**src/rtl/core/pba_pkg.sv**
```systemverilog
// ----------------------------------------------------------------------------
// pba_pkg
// Shared types, constants and roll helpers of the Poisson bootstrap accumulator.
// ----------------------------------------------------------------------------
`default_nettype none

package pba_pkg;

    localparam int ROW_COUNT = 64;
    localparam int ROW_W    = 6;
    localparam int CDF_LEN  = 13;
    localparam int CFG_IDX_W = 1;

    localparam logic [CFG_IDX_W-1:0] CFG_BYTE_MODE   = 1'b0;
    localparam logic [CFG_IDX_W-1:0] CFG_SHARED_SEED = 1'b1;

    localparam logic       ACTION_ADD   = 1'b0;
    localparam logic       ACTION_FLUSH = 1'b1;

    localparam logic [31:0] LCG_MUL_LO = 32'h4C957F2D;
    localparam logic [31:0] LCG_MUL_HI = 32'h5851F42D;
    localparam logic [63:0] LCG_ADD    = 64'd1442695040888963407;
    localparam logic [31:0] LOW_MASK   = 32'h00FFFFFF;

    localparam logic [31:0] CDF [CDF_LEN] = '{
        32'd1580030169, 32'd3160060337, 32'd3950075422, 32'd4213413783,
        32'd4279248373, 32'd4292415291, 32'd4294609777, 32'd4294923275,
        32'd4294962462, 32'd4294966816, 32'd4294967251, 32'd4294967291,
        32'd4294967295
    };

    typedef struct packed {
        logic load_item;
        logic ram_rd;
        logic ram_wr;
        logic take_byte;
        logic lcg_start;
        logic fill;
        logic w_byte;
        logic w_coin;
        logic w_full;
        logic next_row;
        logic save_shared;
        logic clear_all;
    } ctrl_cmd_t;

    typedef struct packed {
        logic byte_mode;
        logic left_zero;
        logic byte_decided;
        logic lcg_done;
        logic last_row;
        logic count_zero;
    } dp_status_t;

    function automatic logic [3:0] walk_from(logic [3:0] k, logic [31:0] coin);
        logic [3:0] r;
        r = 4'(CDF_LEN - 1);
        for (int j = CDF_LEN - 1; j >= 0; j--)
        begin
            if (4'(j) >= k && CDF[j] >= coin)
            begin
                r = 4'(j);
            end
        end
        return r;
    endfunction

    function automatic logic [3:0] first_above(logic [31:0] lo);
        logic [3:0] r;
        r = 4'(CDF_LEN - 1);
        for (int j = CDF_LEN - 1; j >= 0; j--)
        begin
            if (CDF[j] > lo)
            begin
                r = 4'(j);
            end
        end
        return r;
    endfunction

endpackage

`default_nettype wire

```
**src/rtl/core/pba_ctrl.sv**
```systemverilog
// ----------------------------------------------------------------------------
// pba_ctrl
// Sequencer: walks rows for an add, draws rolls, and runs the flush.
// ----------------------------------------------------------------------------
`default_nettype none

module pba_ctrl (
    input  wire logic                   clk,
    input  wire logic                   rst_n,
    input  wire logic                   item_valid,
    input  wire logic                   item_action,
    output logic                        item_ready,
    output logic                        result_valid,
    input  wire logic                   result_ready,
    input  wire pba_pkg::dp_status_t    status,
    output pba_pkg::ctrl_cmd_t          cmd
);

    typedef enum logic [10:0] {
        S_IDLE      = 11'b000_0000_0001,
        S_READ      = 11'b000_0000_0010,
        S_WRITE     = 11'b000_0000_0100,
        S_ROLL      = 11'b000_0000_1000,
        S_DRAW_FILL = 11'b000_0001_0000,
        S_EVAL      = 11'b000_0010_0000,
        S_DRAW_COIN = 11'b000_0100_0000,
        S_DRAW_FULL = 11'b000_1000_0000,
        S_NEXT      = 11'b001_0000_0000,
        S_FLUSH_RD  = 11'b010_0000_0000,
        S_FLUSH_OUT = 11'b100_0000_0000
    } state_t;

    state_t state_reg;
    state_t state_next;

    always_ff @(posedge clk or negedge rst_n)
    begin
        if (!rst_n)
        begin
            state_reg <= S_IDLE;
        end
        else
        begin
            state_reg <= state_next;
        end
    end

    always_comb
    begin
        state_next   = state_reg;
        cmd          = '0;
        item_ready   = 1'b0;
        result_valid = 1'b0;
        case (state_reg)
            S_IDLE:
            begin
                item_ready = 1'b1;
                if (item_valid)
                begin
                    cmd.load_item = 1'b1;
                    if (item_action == pba_pkg::ACTION_ADD)
                    begin
                        state_next = S_READ;
                    end
                    else if (!status.count_zero)
                    begin
                        state_next = S_FLUSH_RD;
                    end
                end
            end
            S_READ:
            begin
                cmd.ram_rd = 1'b1;
                state_next = S_WRITE;
            end
            S_WRITE:
            begin
                cmd.ram_wr = 1'b1;
                state_next = S_ROLL;
            end
            S_ROLL:
            begin
                if (status.byte_mode)
                begin
                    if (status.left_zero)
                    begin
                        cmd.lcg_start = 1'b1;
                        state_next    = S_DRAW_FILL;
                    end
                    else
                    begin
                        cmd.take_byte = 1'b1;
                        state_next    = S_EVAL;
                    end
                end
                else
                begin
                    cmd.lcg_start = 1'b1;
                    state_next    = S_DRAW_FULL;
                end
            end
            S_DRAW_FILL:
            begin
                if (status.lcg_done)
                begin
                    cmd.fill   = 1'b1;
                    state_next = S_EVAL;
                end
            end
            S_EVAL:
            begin
                if (status.byte_decided)
                begin
                    cmd.w_byte = 1'b1;
                    state_next = S_NEXT;
                end
                else
                begin
                    cmd.lcg_start = 1'b1;
                    state_next    = S_DRAW_COIN;
                end
            end
            S_DRAW_COIN:
            begin
                if (status.lcg_done)
                begin
                    cmd.w_coin = 1'b1;
                    state_next = S_NEXT;
                end
            end
            S_DRAW_FULL:
            begin
                if (status.lcg_done)
                begin
                    cmd.w_full = 1'b1;
                    state_next = S_NEXT;
                end
            end
            S_NEXT:
            begin
                if (status.last_row)
                begin
                    cmd.save_shared = 1'b1;
                    state_next      = S_IDLE;
                end
                else
                begin
                    cmd.next_row = 1'b1;
                    state_next   = S_READ;
                end
            end
            S_FLUSH_RD:
            begin
                cmd.ram_rd = 1'b1;
                state_next = S_FLUSH_OUT;
            end
            S_FLUSH_OUT:
            begin
                result_valid = 1'b1;
                if (result_ready)
                begin
                    if (status.last_row)
                    begin
                        cmd.clear_all = 1'b1;
                        state_next    = S_IDLE;
                    end
                    else
                    begin
                        cmd.next_row = 1'b1;
                        state_next   = S_FLUSH_RD;
                    end
                end
            end
            default:
            begin
                state_next = S_IDLE;
            end
        endcase
    end

endmodule

`default_nettype wire

```
**config.mk**
```make
export PLATFORM = sky130hd
export DESIGN_NAME = pba_ctrl
export DESIGN_NICKNAME = d
export VERILOG_FILES = /design/src/rtl/core/pba_pkg.sv /design/src/rtl/core/pba_ctrl.sv
export SDC_FILE = /design/constraint.sdc
export NUM_CORES = 1
export LEC_CHECK = 0
export BUFFER_PORTS_ARGS = -buffer_cell sky130_fd_sc_hd__buf_2
export CORE_UTILIZATION = 35
export DETAILED_ROUTE_END_ITERATION = 8
export GPL_ROUTABILITY_DRIVEN = 0
export PLACE_DENSITY_LB_ADDON = 0.2
export SLEW_MARGIN = 40
export SYNTH_ARGS = -nofsm -noshare
export SYNTH_HDL_FRONTEND = slang
export SYNTH_SLANG_ARGS = --single-unit
export TNS_END_PERCENT = 50
```
**constraint.sdc**
```tcl
create_clock -name clk -period 5.2 [get_ports clk]
set_clock_uncertainty 0.15 [all_clocks]
set_input_delay 0.78 -clock clk [delete_from_list [all_inputs] [get_ports clk]]
set_output_delay 0.78 -clock clk [all_outputs]
set_load 0.02 [all_outputs]
```
* After elaboration in Yosys (flattened, before gate mapping)
Cells that the tools add are included.
** Word-level totals
- Register bits :: 11
- Latch bits :: 0
- Memory bits (writable) :: 0
- Bits in read-only memories :: 0
- Bits of input ports :: 11
- Output and inout bits :: 14
- Logic and storage cells :: 58
- Memories :: 0
** Operators by class
- Add/sub/neg operators :: 0
- $mul :: 0
- Divide/modulo/power cells :: 0
- Order comparisons :: 0
- Eq/ne operators :: 16
- Shifts and indexed selects :: 0
- Muxes and demuxes :: 38
- Bitwise operators :: 0
- Reductions and logical operators :: 3
** Operators with widths (count)
- one-hot mux 11 bit (10 select lines) :: 1
- two-way mux 11 bit :: 6
- two-way mux 1 bit :: 24
- equality test 11 x 1 -> 1 bit, second input constant :: 1
- equality test 11 x 10 -> 1 bit, second input constant :: 1
- equality test 11 bit, second input constant :: 1
- equality test 11 x 2 -> 1 bit, second input constant :: 1
- equality test 11 x 3 -> 1 bit, second input constant :: 1
- equality test 11 x 4 -> 1 bit, second input constant :: 1
- equality test 11 x 5 -> 1 bit, second input constant :: 1
- equality test 11 x 6 -> 1 bit, second input constant :: 1
- equality test 11 x 7 -> 1 bit, second input constant :: 1
- equality test 11 x 8 -> 1 bit, second input constant :: 1
- equality test 11 x 9 -> 1 bit, second input constant :: 1
- two-way mux 10 bit :: 1
- two-way mux 9 bit :: 1
- two-way mux 8 bit :: 1
- two-way mux 6 bit :: 1
- != test 2 bit, second input constant :: 3
- AND reduction 5 bit :: 1
- one-hot mux 1 bit (2 select lines) :: 2
- OR reduction 2 bit :: 2
- != test 3 bit, second input constant :: 1
- two-way mux 2 bit :: 1
- != test 2 x 1 -> 1 bit, second input constant :: 1

* Depth between registers and ports, before layout
Gate-level depths: netlist of the first run.
- Depth in word-level cells :: 4
- Depth in mapped cells :: 6
- Depth with buffers taken out :: 5

* Least setup slack after synthesis of the first run
Ideal clock, no wire load.
- Path type :: register to output
- Start :: register state_reg[3]
- End :: output port cmd[3] (netlist bit)
- Arrival :: 1.940 ns
- Data required time :: 4.270 ns
- Path slack :: 2.330 ns
- Cell stages (with the launch flop) :: 6
- Buffers on the path :: 1
- Cells stage by stage :: dfrtp_1 buf_2 nor4_1 and3b_1 nand2_1 nor4b_1
** RTL lines
- start, declared :: RTL line pba_ctrl.sv:33 : state_t state_reg;
- start signal, assigned :: RTL line pba_ctrl.sv:44 : state_reg <= state_next;
- end, declared :: RTL line pba_ctrl.sv:16 : output pba_pkg::ctrl_cmd_t cmd

==> run_results.csv, run 1 <==
group,metric,value,unit
clocking,cts_sinks,11,
final_layout,utilization,43.6,%
final_layout,multi_input_area,507,µm²
timing,fin_ws,2.08,ns
logic_synthesis,synth_nets,110,
global_route,grtUsageTotal,18.7,%
logic_synthesis,synth_edf_count,0,
detailed_routing,drt_first_pass_iters,4,
timing,hold_violations,0,
run,maxCapViolCount,0,
clocking,htree_levels,1,
critical_path,critical_path_required,4.27,ns
final_layout,drive_above_1_share,28.6,%
place,numPortBuffers,24,
floorplan,fp-row-count,17,
run_status,outcome,"finished clean",
final_layout,antenna_cells,0,
timing,setup_viol,0,
floorplan,core_area,2250,µm²
power,p_leak,0.000486,µW
clocking,cts_buffers,3,
clocking,root_buffer,"clkbuf_4",
final_layout,layout_common_cells,"buf_2, nor2_1, dfrtp_1",
floorplan,pin_count,25,
logic_synthesis,async_reset_ff_share,100,%
clocking,cts.repair.resized,0,
floorplan,start_util,37.7,%
global_route,grt_max_degree,12,
timing,fin_crit_sh,60.0,%
power,powerDensity,452,nW/µm²
logic_synthesis,synth_seq_cells,11,
timing,rsz0062_at_grt,"no",
logic_synthesis,synthesis.area,851,µm²
timing,tns,0,ns
detailed_routing,dr.first_iter.drc_count,20,
detailed_routing,ant_nets,0,
critical_path,critPathKind,"reg -> out",
clocking,clock_latency,0.27,ns
global_route,grt_pass1_vias,766,
clocking,cts_buffer_depth,2,
floorplan,die_h,51.3,µm
final_layout,fin_nets,131,
floorplan,die_w,51.3,µm
logic_synthesis,synth_flop_cell,"dfrtp_1",
logic_synthesis,seq_area_frac_synth,32.5,%
clocking,cts_tree,"done",
critical_path,critPathCaptureType,"primary output",
clocking,cts_hold_buf,0,
final_layout,fin_area,983,µm²
detailed_routing,drc_errors,0,
timing,maxSlewViolCount,0,
detailed_routing,viasPerCell,5.55,
global_route,grt_pass1_wl,3570,µm
logic_synthesis,syn_inst,99,
critical_path,crit_fanout,8,
detailed_routing,via_count,816,
logic_synthesis,synthDominantCellAreaShare,29.4,%
hold_path,hp-class,"in -> async",
detailed_routing,wirelength,2080,µm
timing,max_freq,320,MHz
final_layout,area_growth,15.6,%
place,hpwlAfterDp,1540,µm
clocking,cts_setup_buffers,0,
global_route,overflow,0,
clocking,clkTransAtPathRegs,0.07,ns
global_route,antenna_found_initial,0,
final_layout,final_common_cell,"buf_2",
logic_synthesis,ys_types,42,
timing,period_minus_slack,3.12,ns
timing,tightest_slew,0.540,ns
timing,relSlewSlack,63.6,%
final_layout,largest_reg_flops,11,
critical_path,arrival,2.19,ns
logic_synthesis,yosysWarnings,0,
logic_synthesis,synth.top_cells.by_area,"dfrtp_1, nor2_1, xnor2_1, dfstp_2, nor4b_1",
timing,holdWs,0.217,ns
place,placed_cell_area,957,µm²
place,dp_slack,2.41,ns
critical_path,worst_setup_path_start_kind,"flip-flop",
detailed_routing,routedWlPerCell,14.1,µm
final_layout,fill_cells,240,
logic_synthesis,avgSynthCellArea,8.59,µm²
floorplan,die_area,2630,µm²
power,peakVddDrop,0.190,mV
logic_synthesis,yosys.area.top_type,"dfrtp_1",
final_layout,seq_area,277,µm²
cell families (layout without fill, tap and decap cells):
logic type,count (synthesis),count (layout),synth area share [%]
muxes,1,1,1.18
buffers and inverters,13,33,7.94
DFF,11,11,32.5
and+or+nand+nor,52,52,36.5
xor gates and xnor gates,4,4,4.12
AOI/OAI and AO/OA,18,18,17.8
cells in the mapped netlist, drive strengths merged (3+ instances only):
master / count
and3: 4
inv: 5
a21oi: 3
nor4b: 3
nor3: 6
nor2: 12
buf: 7
nor4: 4
xnor2: 4
nor3b: 3
and2: 3
dfrtp: 10
nand2: 5
stage by stage:
step / std cells / power, µW
4_1_cts: 147 / 446
6_report: 147 / 444
3_5_place_dp: 143 / 384
2_1_floorplan: 99 / 335
3_3_place_gp: 143 / 385
5_1_grt: 147 / 484
worst paths after layout:
check,cells past startpoint,slack (ns),to,from
max,6,2.08,cmd[2],state_reg[4]
min,1,0.22,state_reg[10],rst_n
max reg2reg,5,3.05,state_reg[4],state_reg[3]
min reg2reg,2,0.38,state_reg[0],state_reg[0]
max in group asynchronous,1,4.41,state_reg[0],rst_n
min in group clk,2,0.38,state_reg[0],state_reg[0]
critical path, cell delays in order (launching register included):
cell,delay (ns)
dfrtp_1,0.47
or4_4,0.58
nor2_1,0.21
and3_2,0.27
nand2_1,0.08
a21oi_1,0.14
buf_2,0.18
cell type report:
| class | count | area share [%] |
|---|---|---|
| Inverter | 5 | 1.91 |
| Sequential cell | 11 | 28.1 |
| Timing Repair Buffer | 24 | 12.2 |
| Multi-Input combinational cell | 75 | 51.5 |
| Tap cell | 28 | 3.56 |
| Clock buffer | 4 | 2.67 |
where the power goes:
part	switching, µW	internal [µW]
Sequential	38.1	104
Clock	29.9	29.7
Combinational	134	108
Total	202	242
metal layers:
layer | track usage (%) | wire length [µm]
met1 | 24.3 | 1050
met4 | 9.46 | 34
met3 | 5.65 | 76
met5 | 0 | 0
met2 | 27.6 | 913
Power figures use the tool's default switching activity.
==> run 2, diff against run 1 <==
==> constraint.sdc (replaced) <==
create_clock -name clk -period 3.16 [get_ports clk]
set_clock_uncertainty 0.15 [all_clocks]
set_input_delay 0.474 -clock clk [delete_from_list [all_inputs] [get_ports clk]]
set_output_delay 0.474 -clock clk [all_outputs]
set_load 0.02 [all_outputs]
==> run 2 against run 1 <==
- clock-buffer cell count unchanged
- non-clock buffer count increased by 2
- register-to-register slack got worse by 1.9 ns
- power increased by 68%
- critical path type unchanged
- first-iteration DRC count decreased by 20%
- flip-flop and latch count unchanged
- cell count increased by 1.4%
==> run_results.csv, run 2 (synthesized netlist as in run 1, its figures left out) <==
group,metric,value,unit
run_status,outcome,"finished clean",
final_layout,final_common_cell,"buf_2",
global_route,grtUsageTotal,18.0,%
timing,tns,0,ns
critical_path,critPathCaptureType,"primary output",
floorplan,start_util,37.7,%
critical_path,max_stage_delay,0.56,ns
final_layout,antenna_cells,0,
detailed_routing,dr.first_iter.drc_count,16,
clocking,root_buffer,"clkbuf_4",
final_layout,multi_input_area,507,µm²
final_layout,final_cell_count_no_fill,149,
detailed_routing,viasPerCell,5.56,
timing,max_freq,358,MHz
floorplan,fp-row-count,17,
clocking,cts_buffers,3,
power,seqPwrFrac,31.7,%
global_route,grt_max_degree,12,
floorplan,pin_count,25,
timing,fin_crit_sh,88.4,%
detailed_routing,drc_errors,0,
power,p_sw,336,µW
floorplan,die_h,51.3,µm
critical_path,critPathKind,"reg -> out",
critical_path,crit_chain,"or4_4 > nor2_1 > and3_2 > nand2_1 > a21oi_1 > buf_2",
global_route,overflow,0,
clocking,clkTransAtPathRegs,0.07,ns
final_layout,area_growth,17.6,%
critical_path,crit_fanout,8,
critical_path,crit_buf_inv,1,
hold_path,hold_depth,2,
critical_path,arrival,2.17,ns
detailed_routing,via_count,828,
final_layout,largest_reg_flops,11,
clocking,htree_levels,1,
timing,period_minus_slack,2.79,ns
timing,tightest_slew,0.392,ns
final_layout,fin_area,1000,µm²
place,numPortBuffers,24,
detailed_routing,drt_first_pass_iters,4,
critical_path,worst_setup_path_start_kind,"flip-flop",
clocking,clock_latency,0.27,ns
power,pwr-share-clk,13.2,%
timing,hold_violations,0,
clocking,cts_tree,"done",
clocking,cts_buffer_depth,2,
critical_path,reg2reg_setup_slack,1.16,ns
place,hpwlAfterDp,1630,µm
power,comb_power_share,55.1,%
detailed_routing,wirelength,2170,µm
critical_path,cpLargestDelayFamily,"simple AND/OR/NAND/NOR gates",
global_route,grt_pass1_vias,747,
hold_path,min_from,"status[5]",
critical_path,critical_path_required,2.54,ns
final_layout,drive_above_1_share,28.9,%
run,maxCapViolCount,0,
hold_path,hp-class,"in -> reg",
clocking,cts_setup_buffers,0,
critical_path,r2r_cells,5,
hold_path,hold_end,"state_reg[7]",
power,p_int,410,µW
global_route,grt_pass1_wl,3500,µm
timing,maxSlewViolCount,0,
floorplan,die_w,51.3,µm
power,p_leak,0.000495,µW
final_layout,seq_area,277,µm²
critical_path,reg2reg_to,"state_reg[4]",
place,placed_cell_area,965,µm²
power,p_sw_share,45.1,%
critical_path,startpoint,"state_reg[4]",
power,powerDensity,745,nW/µm²
critical_path,slowest_stage,"or4_4",
clocking,cts.repair.resized,0,
final_layout,fin_nets,133,
final_layout,fill_cells,242,
power,peakVddDrop,0.288,mV
power,fin_total_pwr,746,µW
critical_path,r2r-start,"state_reg[4]",
place,dp.cells,144,
final_layout,layout_common_cells,"buf_2, nor2_1, dfrtp_1",
global_route,antenna_found_initial,0,
timing,rsz0062_at_grt,"no",
timing,relSlewSlack,73.7,%
detailed_routing,ant_nets,0,
clocking,cts_sinks,11,
floorplan,core_area,2250,µm²
floorplan,die_area,2630,µm²
detailed_routing,routedWlPerCell,14.6,µm
timing,setup_viol,0,
[run 2: how the worst max path moves through the flow]
stage	end	slack (ns)	cells after the start
after floorplan	cmd[3]	0.60	5
after global placement	cmd[2]	0.70	6
after detailed placement	cmd[2]	0.69	6
after CTS	cmd[2]	0.37	6
after global routing	cmd[2]	0.25	6
final	cmd[2]	0.37	6
[run 2: metrics by stage]
step	setup WS (ns)	hold WS (ns)	utilization (%)
floorplan	0.596	0.0284	-
global placement	0.699	0.214	42.8
detailed placement	0.687	0.221	42.8
CTS	0.373	0.241	44.4
global route	0.249	0.249	44.4
finish	0.367	0.243	44.4
[run 2: power by group through the flow]
stage	clock network, µW	logic, µW	registers, µW
final	98.5	411	237
after global routing	108	455	244
after CTS	103	410	235
after detailed placement	0	407	238
after global placement	0	408	237
after floorplan	0	373	179
[run 2: layout make-up]
| class | instances | share of cell area [%] |
|---|---|---|
| timing repair buffer | 26 | 13.8 |
| inverter | 5 | 1.88 |
| clock buffer | 4 | 2.63 |
| sequential | 11 | 27.6 |
| tap | 28 | 3.50 |
| multi-input combinational | 75 | 50.6 |
[run 2: per-layer routing]
metal | global-route usage (%) | share of wire [%]
met1 | 24.7 | 51
met2 | 28.9 | 46
met3 | 1.79 | 2.6
met4 | 6.76 | 0.55
met5 | 0 | 0
[run 2: what timing repair did]
item,in CTS,in global routing
endpoints found under the setup margin,0,0
hold buffers,1,0
hold endpoints to repair,10,0
